File: config.mk
export PLATFORM = sky130hd
export DESIGN_NAME = triggered_capture_logger_unit_flat
export DESIGN_NICKNAME = d
export VERILOG_FILES = /design/src/hdl/tcl_pkg.sv /design/src/hdl/tcl_smp_if.sv /design/src/hdl/tcl_res_if.sv /design/src/hdl/tcl_ram.sv /design/src/hdl/triggered_capture_logger_unit.sv /design/src/flat_wrapper.sv
export SDC_FILE = /design/constraint.sdc
export NUM_CORES = 1
export LEC_CHECK = 0
export BUFFER_PORTS_ARGS = -buffer_cell sky130_fd_sc_hd__buf_2
export CAP_MARGIN = 0
export CORE_AREA = 2 2 152 154
export DETAILED_ROUTE_END_ITERATION = 16
export DIE_AREA = 0 0 154 156
export PLACE_DENSITY = 0.81
export SETUP_SLACK_MARGIN = 0.2
export SYNTH_ARGS = -nofsm -noshare
export SYNTH_HDL_FRONTEND = slang
export SYNTH_SLANG_ARGS = --single-unit
export TNS_END_PERCENT = 1
File: constraint.sdc
create_clock -name clk_i -period 8.9 [get_ports clk_i]
set_input_delay 1.78 -clock clk_i [delete_from_list [all_inputs] [get_ports clk_i]]
set_output_delay 1.78 -clock clk_i [all_outputs]
set_load 0.1 [all_outputs]
File: src/hdl/tcl_pkg.sv
// Shared types, widths and codes of the triggered capture logger.
`timescale 1ns / 1ps
package tcl_pkg;

  // Build-time defaults handed to the top level
  localparam int unsigned BUFFER_DEPTH_DEF = 1024;
  localparam int unsigned CHANNELS_DEF     = 8;
  localparam int unsigned SAMPLE_BITS_DEF  = 16;

  // Fixed field widths
  localparam int unsigned IN_SAMPLE_W = 16;
  localparam int unsigned MAX_CHAN    = 8;
  localparam int unsigned ADDR_OUT_W  = 10;
  localparam int unsigned MODE_W      = 3;
  localparam int unsigned PHASE_W     = 2;
  localparam int unsigned CNT_W       = 16;
  localparam int unsigned RLEN_W      = 11;

  // Run mode codes; codes five to seven run like normal mode
  localparam logic [MODE_W-1:0] MD_CONT   = 3'd0;
  localparam logic [MODE_W-1:0] MD_AUTO   = 3'd1;
  localparam logic [MODE_W-1:0] MD_NORMAL = 3'd2;
  localparam logic [MODE_W-1:0] MD_SINGLE = 3'd3;
  localparam logic [MODE_W-1:0] MD_STOP   = 3'd4;

  // Register reset values
  localparam logic [MODE_W-1:0] MODE_RST    = MD_AUTO;
  localparam logic [CNT_W-1:0]  DECIM_RST   = 16'd1;
  localparam logic [RLEN_W-1:0] RLEN_RST    = 11'd1024;
  localparam logic [CNT_W-1:0]  TIMEOUT_RST = 16'd1024;
  localparam logic [CNT_W-1:0]  HOLDOFF_RST = 16'd1024;

  typedef struct packed {
    logic signed [IN_SAMPLE_W-1:0] chan0_sample;
    logic signed [IN_SAMPLE_W-1:0] chan1_sample;
    logic signed [IN_SAMPLE_W-1:0] chan2_sample;
    logic signed [IN_SAMPLE_W-1:0] chan3_sample;
    logic signed [IN_SAMPLE_W-1:0] chan4_sample;
    logic signed [IN_SAMPLE_W-1:0] chan5_sample;
    logic signed [IN_SAMPLE_W-1:0] chan6_sample;
    logic signed [IN_SAMPLE_W-1:0] chan7_sample;
    logic signed [IN_SAMPLE_W-1:0] trigger_sample;
    logic                          soft_trigger_pulse;
  } smp_item_t;

  typedef struct packed {
    logic                  sample_stored;
    logic [ADDR_OUT_W-1:0] store_address;
    logic                  record_done;
    logic [PHASE_W-1:0]    capture_phase;
    logic [MODE_W-1:0]     current_mode;
  } res_item_t;

endpackage

File: src/hdl/tcl_smp_if.sv
// Sample set channel: valid/ready handshake with the input item payload.
`timescale 1ns / 1ps
interface tcl_smp_if;
  logic               valid;
  logic               ready;
  tcl_pkg::smp_item_t data;

  modport source (output valid, output data, input ready);
  modport sink   (input valid, input data, output ready);
endinterface

File: src/hdl/tcl_res_if.sv
// Result channel: valid/ready handshake with the per-tick status payload.
`timescale 1ns / 1ps
interface tcl_res_if;
  logic               valid;
  logic               ready;
  tcl_pkg::res_item_t data;

  modport source (output valid, output data, input ready);
  modport sink   (input valid, input data, output ready);
endinterface

File: src/hdl/tcl_ram.sv
// Generic single-write, single-read RAM with registered read data.
`timescale 1ns / 1ps
module tcl_ram #(
  parameter int unsigned WIDTH = 16,
  parameter int unsigned DEPTH = 1024,
  localparam int unsigned AW   = (DEPTH > 1) ? $clog2(DEPTH) : 1
) (
  input  logic             clk_i,
  input  logic             we_i,
  input  logic [AW-1:0]    waddr_i,
  input  logic [WIDTH-1:0] wdata_i,
  input  logic [AW-1:0]    raddr_i,
  output logic [WIDTH-1:0] rdata_o
);

  logic [WIDTH-1:0] mem_q [DEPTH];
  logic [WIDTH-1:0] rdata_q;

  always_ff @(posedge clk_i) begin
    if (we_i) begin
      mem_q[waddr_i] <= wdata_i;
    end
    rdata_q <= mem_q[raddr_i];
  end

  assign rdata_o = rdata_q;

endmodule

File: src/hdl/triggered_capture_logger_unit.sv
// Triggered capture logger: trigger phase machine, sample buffers and APB registers.
`timescale 1ns / 1ps
// Takes one sample set per clock while smp_i.ready is high and returns one status
// transfer per set. The whole tick (trigger compares, the Wait/Ready/Store/Holdoff
// walk, the counter steps and the buffer write) is evaluated in the cycle the set is
// accepted, straight from the state registers, and the status is registered into a
// two-entry output buffer: out_q, which drives the result port, or skid_q when out_q
// holds a result not yet taken. smp_i.ready drops only when both buffer entries hold
// results that the sink has not taken. Samples go into CHANNELS RAMs of BUFFER_DEPTH
// words of SAMPLE_BITS bits, one word per channel per stored set; the buffer
// is never read back here, so it has no clearing pass after reset.
// Registers (APB, 32-bit, byte address 4*i): 0 mode_setting (a write also
// reloads the run mode), 1 slope_select, 2 trigger_level, 3 decimation,
// 4 record_length, 5 auto_timeout, 6 holdoff_ticks. Write them only while
// no result is outstanding.
module triggered_capture_logger_unit #(
  parameter int unsigned BUFFER_DEPTH = tcl_pkg::BUFFER_DEPTH_DEF,
  parameter int unsigned CHANNELS     = tcl_pkg::CHANNELS_DEF,
  parameter int unsigned SAMPLE_BITS  = tcl_pkg::SAMPLE_BITS_DEF
) (
  input  logic        clk_i,
  input  logic        rst_ni,
  tcl_smp_if.sink     smp_i,
  tcl_res_if.source   res_o,
  input  logic        psel,
  input  logic        penable,
  input  logic        pwrite,
  input  logic [4:0]  paddr,
  input  logic [31:0] pwdata,
  output logic [31:0] prdata,
  output logic        pready
);

  localparam int unsigned AW   = $clog2(BUFFER_DEPTH);
  localparam int unsigned LW   = $clog2(BUFFER_DEPTH + 1);
  localparam int unsigned CMPW = (LW > tcl_pkg::RLEN_W) ? LW : tcl_pkg::RLEN_W;
  localparam int unsigned CW   = tcl_pkg::CNT_W;

  // Register map indexes (paddr[4:2])
  localparam logic [2:0] REG_MODE    = 3'd0;
  localparam logic [2:0] REG_SLOPE   = 3'd1;
  localparam logic [2:0] REG_LEVEL   = 3'd2;
  localparam logic [2:0] REG_DECIM   = 3'd3;
  localparam logic [2:0] REG_RLEN    = 3'd4;
  localparam logic [2:0] REG_TIMEOUT = 3'd5;
  localparam logic [2:0] REG_HOLDOFF = 3'd6;

  typedef enum logic [tcl_pkg::PHASE_W-1:0] {
    PH_WAIT,
    PH_READY,
    PH_STORE,
    PH_HOLDOFF
  } phase_e;

  // ---------------------------------------------------------------------------
  // Configuration registers
  // ---------------------------------------------------------------------------
  logic [tcl_pkg::MODE_W-1:0]        mode_setting_q;
  logic                              slope_q;
  logic signed [tcl_pkg::IN_SAMPLE_W-1:0] level_q;
  logic [CW-1:0]                     decim_q;
  logic [tcl_pkg::RLEN_W-1:0]        rlen_q;
  logic [CW-1:0]                     timeout_q;
  logic [CW-1:0]                     holdoff_q;

  logic       cfg_wr;
  logic [2:0] cfg_idx;

  assign pready  = 1'b1;
  assign cfg_idx = paddr[4:2];
  assign cfg_wr  = psel && penable && pwrite;

  always_comb begin
    prdata = '0;
    unique case (cfg_idx)
      REG_MODE:    prdata = 32'(mode_setting_q);
      REG_SLOPE:   prdata = 32'(slope_q);
      REG_LEVEL:   prdata = 32'(unsigned'(level_q));
      REG_DECIM:   prdata = 32'(decim_q);
      REG_RLEN:    prdata = 32'(rlen_q);
      REG_TIMEOUT: prdata = 32'(timeout_q);
      REG_HOLDOFF: prdata = 32'(holdoff_q);
      default:     prdata = '0;
    endcase
  end

  // ---------------------------------------------------------------------------
  // Tick state
  // ---------------------------------------------------------------------------
  logic [tcl_pkg::MODE_W-1:0] run_mode_q, run_mode_d;
  phase_e                     phase_q, phase_d;
  logic [CW-1:0]              dec_cnt_q, dec_cnt_d;
  logic [AW-1:0]              widx_q, widx_d;
  logic [CW-1:0]              tmo_cnt_q, tmo_cnt_d;
  logic [CW-1:0]              hold_cnt_q, hold_cnt_d;
  logic                       pend_q, pend_d;

  logic push, pop;
  logic set_we;
  tcl_pkg::res_item_t res_d;

  // Output buffer: out_q drives the port, skid_q catches a stalled transfer
  tcl_pkg::res_item_t out_q, skid_q;
  logic               out_vld_q, skid_vld_q;

  assign smp_i.ready = !skid_vld_q;
  assign push        = smp_i.valid && smp_i.ready;
  assign pop         = out_vld_q && res_o.ready;
  assign res_o.valid = out_vld_q;
  assign res_o.data  = out_q;

  logic signed [tcl_pkg::IN_SAMPLE_W-1:0] trig_s;
  assign trig_s = smp_i.data.trigger_sample;

  // Record length as used: zero or too large means the full buffer
  logic [CMPW-1:0] rlen_ext, rlen_eff, nxt_idx;
  logic            rec_end;
  assign rlen_ext = CMPW'(rlen_q);
  assign rlen_eff = (rlen_ext == '0 || rlen_ext > CMPW'(BUFFER_DEPTH))
                    ? CMPW'(BUFFER_DEPTH) : rlen_ext;
  assign nxt_idx  = CMPW'(widx_q) + CMPW'(1);
  assign rec_end  = (nxt_idx >= rlen_eff);

  always_comb begin
    logic [CW:0] dsum;
    logic        arm;
    logic        fire;

    run_mode_d = run_mode_q;
    phase_d    = phase_q;
    dec_cnt_d  = dec_cnt_q;
    widx_d     = widx_q;
    tmo_cnt_d  = tmo_cnt_q;
    hold_cnt_d = hold_cnt_q;
    pend_d     = pend_q | smp_i.data.soft_trigger_pulse;
    set_we     = 1'b0;
    res_d      = '0;

    dsum = {1'b0, dec_cnt_q} + {{CW{1'b0}}, 1'b1};
    arm  = slope_q ? (trig_s > level_q) : (trig_s < level_q);
    fire = slope_q ? (trig_s <= level_q) : (trig_s >= level_q);

    if (run_mode_q == tcl_pkg::MD_CONT) begin
      // Plain decimated ring, no trigger
      if (dec_cnt_q == '0) begin
        set_we = 1'b1;
        res_d.sample_stored = 1'b1;
        res_d.store_address = tcl_pkg::ADDR_OUT_W'(widx_q);
        widx_d = rec_end ? '0 : AW'(nxt_idx);
      end
      dec_cnt_d = (dsum >= {1'b0, decim_q}) ? '0 : dsum[CW-1:0];
    end else begin
      // Phases run in order; a phase entered earlier this tick also runs
      if (phase_d == PH_WAIT) begin
        if (run_mode_q == tcl_pkg::MD_STOP) begin
          if (pend_d) begin
            phase_d    = PH_READY;
            run_mode_d = tcl_pkg::MD_SINGLE;
          end
        end else begin
          if (run_mode_d == tcl_pkg::MD_AUTO) begin
            tmo_cnt_d = tmo_cnt_d + CW'(1);
            if (tmo_cnt_d == timeout_q) begin
              phase_d   = PH_STORE;
              tmo_cnt_d = '0;
            end
          end
          // arming beats the timeout in the same tick
          if (arm || pend_d) begin
            phase_d = PH_READY;
          end
        end
      end
      if (phase_d == PH_READY) begin
        if (run_mode_d == tcl_pkg::MD_AUTO) begin
          tmo_cnt_d = tmo_cnt_d + CW'(1);
          if (tmo_cnt_d == timeout_q) begin
            phase_d   = PH_STORE;
            tmo_cnt_d = '0;
          end
        end
        if (fire || pend_d) begin
          phase_d   = PH_STORE;
          tmo_cnt_d = '0;
        end
        if (pend_d) begin
          pend_d = 1'b0;
        end
      end
      if (phase_d == PH_STORE) begin
        if (dec_cnt_q == '0) begin
          set_we = 1'b1;
          res_d.sample_stored = 1'b1;
          res_d.store_address = tcl_pkg::ADDR_OUT_W'(widx_q);
          widx_d = rec_end ? '0 : AW'(nxt_idx);
          if (rec_end) begin
            res_d.record_done = 1'b1;
            if (run_mode_d != tcl_pkg::MD_SINGLE) begin
              phase_d    = PH_HOLDOFF;
              hold_cnt_d = '0;
            end else begin
              run_mode_d = tcl_pkg::MD_STOP;
              phase_d    = PH_WAIT;
            end
          end
        end
        // the decimation count is zero on entry whenever a store happened
        dec_cnt_d = (dsum >= {1'b0, decim_q}) ? '0 : dsum[CW-1:0];
      end
      if (phase_d == PH_HOLDOFF) begin
        hold_cnt_d = hold_cnt_d + CW'(1);
        if (hold_cnt_d == holdoff_q) begin
          phase_d = PH_WAIT;
        end
      end
    end

    res_d.capture_phase = phase_d;
    res_d.current_mode  = run_mode_d;
  end

  // ---------------------------------------------------------------------------
  // State, configuration and output buffer
  // ---------------------------------------------------------------------------
  always_ff @(posedge clk_i or negedge rst_ni) begin
    if (!rst_ni) begin
      mode_setting_q <= tcl_pkg::MODE_RST;
      slope_q        <= 1'b0;
      level_q        <= '0;
      decim_q        <= tcl_pkg::DECIM_RST;
      rlen_q         <= tcl_pkg::RLEN_RST;
      timeout_q      <= tcl_pkg::TIMEOUT_RST;
      holdoff_q      <= tcl_pkg::HOLDOFF_RST;
      run_mode_q     <= tcl_pkg::MODE_RST;
      phase_q        <= PH_WAIT;
      dec_cnt_q      <= '0;
      widx_q         <= '0;
      tmo_cnt_q      <= '0;
      hold_cnt_q     <= '0;
      pend_q         <= 1'b0;
      out_vld_q      <= 1'b0;
      skid_vld_q     <= 1'b0;
    end else begin
      if (push) begin
        phase_q    <= phase_d;
        dec_cnt_q  <= dec_cnt_d;
        widx_q     <= widx_d;
        tmo_cnt_q  <= tmo_cnt_d;
        hold_cnt_q <= hold_cnt_d;
        pend_q     <= pend_d;
      end
      // a mode write reloads the run mode and takes priority over a tick
      if (cfg_wr && cfg_idx == REG_MODE) begin
        run_mode_q <= pwdata[tcl_pkg::MODE_W-1:0];
      end else if (push) begin
        run_mode_q <= run_mode_d;
      end
      if (cfg_wr) begin
        unique case (cfg_idx)
          REG_MODE:    mode_setting_q <= pwdata[tcl_pkg::MODE_W-1:0];
          REG_SLOPE:   slope_q   <= pwdata[0];
          REG_LEVEL:   level_q   <= signed'(pwdata[tcl_pkg::IN_SAMPLE_W-1:0]);
          REG_DECIM:   decim_q   <= pwdata[CW-1:0];
          REG_RLEN:    rlen_q    <= pwdata[tcl_pkg::RLEN_W-1:0];
          REG_TIMEOUT: timeout_q <= pwdata[CW-1:0];
          REG_HOLDOFF: holdoff_q <= pwdata[CW-1:0];
          default: ;
        endcase
      end
      // two-entry output buffer
      if (pop) begin
        if (skid_vld_q) begin
          out_q <= skid_q;
          if (push) begin
            skid_q <= res_d;
          end else begin
            skid_vld_q <= 1'b0;
          end
        end else if (push) begin
          out_q <= res_d;
        end else begin
          out_vld_q <= 1'b0;
        end
      end else if (push) begin
        if (!out_vld_q) begin
          out_q     <= res_d;
          out_vld_q <= 1'b1;
        end else begin
          skid_q     <= res_d;
          skid_vld_q <= 1'b1;
        end
      end
    end
  end

  // ---------------------------------------------------------------------------
  // Sample buffers, one RAM per channel
  // ---------------------------------------------------------------------------
  logic signed [tcl_pkg::IN_SAMPLE_W-1:0] chan_s [tcl_pkg::MAX_CHAN];
  assign chan_s[0] = smp_i.data.chan0_sample;
  assign chan_s[1] = smp_i.data.chan1_sample;
  assign chan_s[2] = smp_i.data.chan2_sample;
  assign chan_s[3] = smp_i.data.chan3_sample;
  assign chan_s[4] = smp_i.data.chan4_sample;
  assign chan_s[5] = smp_i.data.chan5_sample;
  assign chan_s[6] = smp_i.data.chan6_sample;
  assign chan_s[7] = smp_i.data.chan7_sample;

  for (genvar c = 0; c < CHANNELS; c++) begin : g_chan
    logic [SAMPLE_BITS-1:0] wdata;
    // sign-extend (or trim) to the stored width
    assign wdata = SAMPLE_BITS'(chan_s[c]);

    tcl_ram #(
      .WIDTH(SAMPLE_BITS),
      .DEPTH(BUFFER_DEPTH)
    ) u_ram (
      .clk_i  (clk_i),
      .we_i   (push && set_we),
      .waddr_i(widx_q),
      .wdata_i(wdata),
      .raddr_i(widx_q),
      .rdata_o()
    );
  end

  // ---------------------------------------------------------------------------
  // Assertions
  // ---------------------------------------------------------------------------
  a_skid_needs_out: assert property (@(posedge clk_i) disable iff (!rst_ni)
    skid_vld_q |-> out_vld_q)
    else $error("skid entry held without a head entry");

  a_push_lands: assert property (@(posedge clk_i) disable iff (!rst_ni)
    (push && !out_vld_q) |=> out_vld_q)
    else $error("accepted set produced no result");

  a_done_stores: assert property (@(posedge clk_i) disable iff (!rst_ni)
    (res_o.valid && res_o.data.record_done) |-> res_o.data.sample_stored)
    else $error("record end reported without a store");

  a_cont_no_done: assert property (@(posedge clk_i) disable iff (!rst_ni)
    (res_o.valid && res_o.data.current_mode == tcl_pkg::MD_CONT)
      |-> !res_o.data.record_done)
    else $error("record end reported in continuous mode");

  a_addr_idle: assert property (@(posedge clk_i) disable iff (!rst_ni)
    (res_o.valid && !res_o.data.sample_stored) |-> (res_o.data.store_address == '0))
    else $error("address reported without a store");

endmodule
File: src/flat_wrapper.sv
// flat-port wrapper written by rule: the top's interface ports become plain ports
module triggered_capture_logger_unit_flat 
#(
  parameter int unsigned BUFFER_DEPTH = tcl_pkg::BUFFER_DEPTH_DEF,
  parameter int unsigned CHANNELS     = tcl_pkg::CHANNELS_DEF,
  parameter int unsigned SAMPLE_BITS  = tcl_pkg::SAMPLE_BITS_DEF
)
  (clk_i, rst_ni, psel, penable, pwrite, paddr, pwdata, prdata, pready, smp_i_valid, smp_i_data, smp_i_ready, res_o_valid, res_o_data, res_o_ready);
  tcl_smp_if smp_i_i ();
  tcl_res_if res_o_i ();
  input  logic clk_i;
  input  logic rst_ni;
  input  logic psel;
  input  logic penable;
  input  logic pwrite;
  input  logic [4:0] paddr;
  input  logic [31:0] pwdata;
  output logic [31:0] prdata;
  output logic pready;
  input wire logic [$bits(smp_i_i.valid)-1:0] smp_i_valid;
  input wire logic [$bits(smp_i_i.data)-1:0] smp_i_data;
  output wire logic [$bits(smp_i_i.ready)-1:0] smp_i_ready;
  output wire logic [$bits(res_o_i.valid)-1:0] res_o_valid;
  output wire logic [$bits(res_o_i.data)-1:0] res_o_data;
  input wire logic [$bits(res_o_i.ready)-1:0] res_o_ready;
  assign smp_i_i.valid = smp_i_valid;
  assign smp_i_i.data = smp_i_data;
  assign smp_i_ready = smp_i_i.ready;
  assign res_o_valid = res_o_i.valid;
  assign res_o_data = res_o_i.data;
  assign res_o_i.ready = res_o_ready;
  triggered_capture_logger_unit #(.BUFFER_DEPTH(BUFFER_DEPTH), .CHANNELS(CHANNELS), .SAMPLE_BITS(SAMPLE_BITS)) u_core (.clk_i(clk_i), .rst_ni(rst_ni), .smp_i(smp_i_i), .res_o(res_o_i), .psel(psel), .penable(penable), .pwrite(pwrite), .paddr(paddr), .pwdata(pwdata), .prdata(prdata), .pready(pready));
endmodule
* Word-level counts from Yosys, hierarchy flattened
Cells that the tools add are included.
** Storage, ports and cells
- Latch bits :: 0
- Memory bits (read-only) :: 0
- Memories :: 0
- Bits in registers :: 179
- RAM bits :: 0
- Word-level logic and storage cells :: 175
- Output and inout bits :: 52
** Cells by class
- Multipliers :: 0
- Equal/unequal tests :: 20
- Add/sub/neg operators :: 5
- Muxes and demuxes :: 83
- Magnitude comparators :: 7
- Reduce and logical (&&, ||, !) cells :: 32
- Bitwise logic cells :: 2
- Shifts and indexed selects :: 0
- Divide/modulo/power cells :: 0
** Operator list (number)
- 2-to-1 mux 16 bit :: 18
- 2-to-1 mux 17 bit :: 9
- one-hot mux 16 bit (7 select lines) :: 1
- adder 16 x 1 -> 16 bit (second input constant) :: 3
- == test 16 bit :: 3
- 2-to-1 mux 10 bit :: 4
- 2-to-1 mux 2 bit :: 20
- 2-to-1 mux 11 bit :: 3
- 2-to-1 mux 3 bit :: 11
- 2-to-1 mux 12 bit :: 2
- AND reduction 2 bit :: 10
- adder 16 x 1 -> 17 bit (second input constant) :: 1
- >= comparator 17 x 16 -> 1 bit :: 1
- >= comparator 16 bit :: 1
- greater-than comparator 16 bit :: 1
- <= comparator 16 bit :: 1
- zero test 16 bit :: 1
- < comparator 16 bit :: 1
- 2-to-1 mux 1 bit :: 15
- == test 3 bit (second input constant) :: 4
- adder 10 x 1 -> 11 bit (second input constant) :: 1
- >= comparator 11 bit :: 1
- greater-than comparator 11 bit (second input constant) :: 1
- zero test 11 bit :: 1
- other kinds (17) :: 35

* Longest topological paths before layout
- Depth after elaboration :: 25
- Mapped depth :: 41
- Gate-level depth less buffers :: 35

* Worst setup path before layout
OpenSTA, ideal clock, no wires.
- Kind :: register to register
- Start :: reg u_core.tmo_cnt_q[1]
- End :: reg u_core.out_q (netlist bit u_core.res_o.data[4]) (data pin)
- Stages on the path, launching flop included :: 41
- Arrival time :: 7785 ps
- Slack :: 837 ps
- Buffers on the path :: 7
- Data required time :: 8622 ps
- Path through :: dfrtp_1 -> ha_1 -> clkbuf_1 -> nand3_1 -> clkbuf_1 -> o41ai_1 -> a311oi_1 -> o211a_1 -> and4_1 -> buf_6 -> buf_6 -> buf_2 -> o31ai_1 -> ha_1 -> inv_1 -> nor3_1 -> nand2_1 -> a21oi_1 -> [5 not listed] -> buf_4 -> nor2_1 -> ha_1 -> and3_1 -> and3_1 -> clkbuf_1 -> nand3_1 -> inv_1 -> and3_1 -> and3_1 -> nand3_1 -> xor2_1 -> and2_1 -> o31ai_1 -> a222oi_1 -> and4_1 -> a211o_1 -> a31oi_1
** On the way
- Cells in the longest elaborated chain, start to end :: 25
** Ends and longest elaborated chain
- from (decl) :: RTL line triggered_capture_logger_unit.sv:94 : logic [CW-1:0] tmo_cnt_q, tmo_cnt_d;
- from (signal assigned) :: RTL line triggered_capture_logger_unit.sv:248 : tmo_cnt_q <= tmo_cnt_d;
- adder 16 x 1 -> 16 bit :: RTL line triggered_capture_logger_unit.sv:162 : tmo_cnt_d = tmo_cnt_d + CW'(1);
- == test 16 bit :: RTL line triggered_capture_logger_unit.sv:163 : if (tmo_cnt_d == timeout_q) begin
- 2-to-1 mux 16 bit :: RTL line triggered_capture_logger_unit.sv:163
- 2-to-1 mux 16 bit :: RTL line triggered_capture_logger_unit.sv:161 : if (run_mode_d == tcl_pkg::MD_AUTO) begin
- 2-to-1 mux 16 bit :: RTL line triggered_capture_logger_unit.sv:155 : if (run_mode_q == tcl_pkg::MD_STOP) begin
- 2-to-1 mux 16 bit :: RTL line triggered_capture_logger_unit.sv:154 : if (phase_d == PH_WAIT) begin
- 2-to-1 mux 16 bit :: RTL line triggered_capture_logger_unit.sv:143 : if (run_mode_q == tcl_pkg::MD_CONT) begin
- adder 16 x 1 -> 16 bit :: RTL line triggered_capture_logger_unit.sv:176 : tmo_cnt_d = tmo_cnt_d + CW'(1);
- [9 not listed]
- adder 16 x 1 -> 16 bit :: RTL line triggered_capture_logger_unit.sv:211 : hold_cnt_d = hold_cnt_d + CW'(1);
- == test 16 bit :: RTL line triggered_capture_logger_unit.sv:212 : if (hold_cnt_d == holdoff_q) begin
- 2-to-1 mux 2 bit :: RTL line triggered_capture_logger_unit.sv:212
- 2-to-1 mux 2 bit * :: RTL line triggered_capture_logger_unit.sv:210 : if (phase_d == PH_HOLDOFF) begin
- 2-to-1 mux 2 bit * :: RTL line triggered_capture_logger_unit.sv:143
- 2-to-1 mux 17 bit, on equally long branches :: RTL line triggered_capture_logger_unit.sv:285, triggered_capture_logger_unit.sv:279
- 2-to-1 mux 17 bit, on equally long branches :: RTL line triggered_capture_logger_unit.sv:284, triggered_capture_logger_unit.sv:272
- 2-to-1 mux 17 bit * :: RTL line triggered_capture_logger_unit.sv:271 : if (pop) begin
- to (signal assigned) :: RTL line triggered_capture_logger_unit.sv:273 : out_q <= skid_q;
- to (signal assigned) :: RTL line triggered_capture_logger_unit.sv:280 : out_q <= res_d;
- to (signal assigned) :: RTL line triggered_capture_logger_unit.sv:286 : out_q <= res_d;
- to (decl) :: RTL line triggered_capture_logger_unit.sv:103 : tcl_pkg::res_item_t out_q, skid_q;
Every way passes the cells marked *; elsewhere a longest branch is shown, timed or not. The select of a mux whose other input is x is not followed.
A chain may end at the register's enable or synchronous reset.

* Final worst setup path
- Start :: reg u_core.tmo_cnt_q[7]
- End :: reg u_core.out_q (netlist bit u_core.res_o.data[4]) (data pin)
Same word-level chain as after synthesis.

==> impl_metrics.ini <==
[floorplanning]
rows = 55
dieArea_sq_um = 24000
die_h_um = 156
fp.dieW_um = 154
core_sq_um = 22400
io_pins = 241
initial_utilization_pct = 56.4

[timing]
worstMarginPinSlew_ns = 1.11
timing.final.crit_share_pct = 93.0
maxSlewViolCount = 0
hold_viol = 0
rsz0062_at_grt = no
setup_viol = 0
holdWs_ns = 0.471
period_needed_ns = 8.28
relSlewSlack_pct = 26.2
final.setup.tns_ns = 0
fin_skew_ns = 0.0183
fmax_ghz = 0.121

[hold_path]
min_path_type = flop to flop
min-delay-start = u_core.mode_setting_q[0]
min_path_cells = 2
holdPathEnd = u_core.mode_setting_q[0]

[cells_and_area]
fin_cells = 1801
area_growth_pct = 10.5
final_nets = 1740
fin_util_pct = 62.2
final_cell_mix = 179 x nand2_1, 135 x dfrtp_1, 124 x o21ai_0, 101 x nor2_1, 76 x buf_2
layout_commonest_cell = nand2_1
layout-drive-gt1-share_pct = 16.8

[placement]
hpwlAfterDp_um = 26200
gp_congestion = 1.02
port_buffers = 77
dpl.cell_count = 1766

[grt]
grt_max_degree = 90
grt-ovfl-total = 0
grtUsageTotal_pct = 29.8
antenna_found_initial = 1
grt_pass1_wl_um = 57100
grt_pass1_vias = 10698

[critical_path]
slowest_stage = or4_1
path_common_cell = and3_1
r2r-start = u_core.tmo_cnt_q[7]
critPathLaunchType = flop
crit_required_ns = 9.06
cp_slowest_stage_delay_ns = 0.57
cp_data_arrival_time_ns = 8.43
worstSetupPathType = flop to flop
endpoint_kind = flop
cp_max_fo = 10
worst-r2r-cell-count = 34
regToRegSetupSlack_ns = 0.62
r2r_end = u_core.res_o.data[4]

[power_and_ir_drop]
switching_share_pct = 44.8
total_leakage_power_nw = 5.93
p_switching_mw = 1.54
power_density_nw_per_um2 = 247
power.internal_mw = 1.90
pwr-share-seq_pct = 35.3
max-vdd-ir-drop_mv = 0.153
clkPwrFrac_pct = 23.2
pwr-share-comb_pct = 41.5
power_mw = 3.44

[drt]
drt_iter0_markers = 1162
vias_per_cell = 6.30
wl_met1_um = 15500
drt.antenna.violating_nets = 0
postRouteWirelength_um = 35800
wl_met2_um = 15700
vias = 11350
topRoutingLayerUsed = met4
routedWlPerCell_um = 19.9
drc = 0
drt_pass1_iterations = 5
wl_met3_um = 3490

[logic_synthesis]
synth.distinct_cells = 86
synth_cells = 1449
synth_flop_cell = dfrtp_1
synth-seq-cells = 179
synth-async-reset-ratio_pct = 81.0
syn_area_per_cell_sq_um = 8.70
yosysWarnings = 0
synth_edf_count = 34
synth_area_sq_um = 12600
ys_seq_area_share_pct = 36.9

[clocking]
cts_tree = built
root_buffer = clkbuf_16
htree_levels = 4
clock_sinks = 179
numCtsBuffers = 17
clockBufferDepth = 2
clk_latency_ns = 0.45
path_clk_slew_ns = 0.08
cts-hold-fix-buffers = 0

[outcome]
status = finished clean

[flow_run]
cap_violations = 0
==> routing by layer <==
| metal | vias to the layer above | track usage, % |
|---|---|---|
| li1 | 5294 | - |
| met1 | 5416 | 42.1 |
| met2 | 556 | 45.2 |
| met3 | 84 | 6.75 |
| met4 | 0 | 10.8 |
| met5 | - | 0 |
==> worst max-delay path by stage <==
stage | from | endpoint | slack, ns
3_5_place_dp | u_core.tmo_cnt_q[0] | u_core.res_o.data[4] | 0.23
3_3_place_gp | u_core.tmo_cnt_q[0] | u_core.res_o.data[4] | 0.36
4_1_cts | u_core.tmo_cnt_q[0] | u_core.res_o.data[4] | 0.36
5_1_grt | u_core.tmo_cnt_q[0] | u_core.res_o.data[4] | 0.21
6_report | u_core.tmo_cnt_q[7] | u_core.res_o.data[4] | 0.62
2_1_floorplan | u_core.tmo_cnt_q[1] | u_core.res_o.data[4] | 0.84
==> Yosys cell counts (19+ instances only) <==
| library cell | n | share of area [%] |
|---|---|---|
| clkbuf_1 | 52 | 1.5 |
| nor2b_1 | 25 | 1.2 |
| nand3_1 | 47 | 1.9 |
| buf_4 | 19 | 1.1 |
| a21oi_1 | 57 | 2.3 |
| o21ai_0 | 124 | 4.9 |
| xnor2_1 | 60 | 4.2 |
| edfxtp_1 | 34 | 8.1 |
| o31ai_1 | 23 | 1.4 |
| and2_1 | 22 | 1.1 |
| nand4_1 | 20 | 0.99 |
| mux2_2 | 56 | 5.0 |
| xor2_1 | 27 | 1.9 |
| nor2_1 | 101 | 3.0 |
| nand2b_1 | 26 | 1.3 |
| and3_1 | 24 | 1.2 |
| ha_1 | 49 | 4.9 |
| nor3_1 | 27 | 1.1 |
| inv_1 | 59 | 1.8 |
| dfrtp_1 | 139 | 28 |
| nand2_1 | 179 | 5.3 |
==> layout make-up <==
cell class	count	area, sq um
inverter	59	221
clock buffer	17	425
sequential	179	4660
antenna	1	2.50
clock inverter	15	205
fill	1901	8440
multi-input combinational	1130	7370
timing repair buffer	115	677
tap	285	357
==> power groups by stage <==
stage	Sequential, mW	Combinational, mW	Clock, mW
floorplan	1.25	0.999	0
global placement	1.21	1.36	0
detailed placement	1.22	1.39	0
CTS	1.20	1.41	0.803
global route	1.23	1.55	0.835
finish	1.21	1.43	0.797
==> sequential cells by signal, summed over array words and instances (netlist names) <==
name and count:
u_core.phase_q 2, u_core.level_q 16, u_core.res_o.data 17, u_core.res_o.valid 1
u_core.dec_cnt_q 16, u_core.run_mode_q 3, u_core.holdoff_q 16, u_core.hold_cnt_q 16
u_core.skid_vld_q 1, u_core.slope_q 1, u_core.pend_q 1, u_core.widx_q 10
u_core.decim_q 16, u_core.skid_q 17, u_core.timeout_q 16, u_core.mode_setting_q 3
u_core.rlen_ext 11, u_core.tmo_cnt_q 16
==> worst max-delay path: cells and delay by family (launching register included) <==
family | cells | cell delay [ns]
AND/OR/NAND/NOR | 18 | 3.87
adder cells (fa/ha/maj) | 2 | 0.46
AO/OA/AOI/OAI | 10 | 2.42
flip-flops | 1 | 0.49
buffers and inverters | 2 | 0.27
XOR/XNOR | 2 | 0.50
==> cell families after synthesis <==
group	Yosys count	share of synthesized area, %
AND/OR/NAND/NOR	536	21.0
multiplexers	77	6.79
XOR/XNOR	89	6.40
buffers and inverters	155	5.44
adder cells (fa/ha/maj)	49	4.86
flip-flops	179	36.9
AO/OA/AOI/OAI	362	18.5
other	2	0.0596
==> timing repair <==
item                                    CTS  global route
setup buffers                             2             0
endpoints found under the setup margin    1             6
gates cloned                              0             0
pin swaps                                 1             1
resized for setup                         0            12
==> stage by stage <==
step	instance area, sq um	setup WS [ns]
final	13900	0.621
after detailed placement	13200	0.231
after global placement	13200	0.356
after floorplan	12700	0.837
after CTS	13900	0.363
after global routing	13900	0.206
Note: power is estimated with default switching activity, not from simulation.
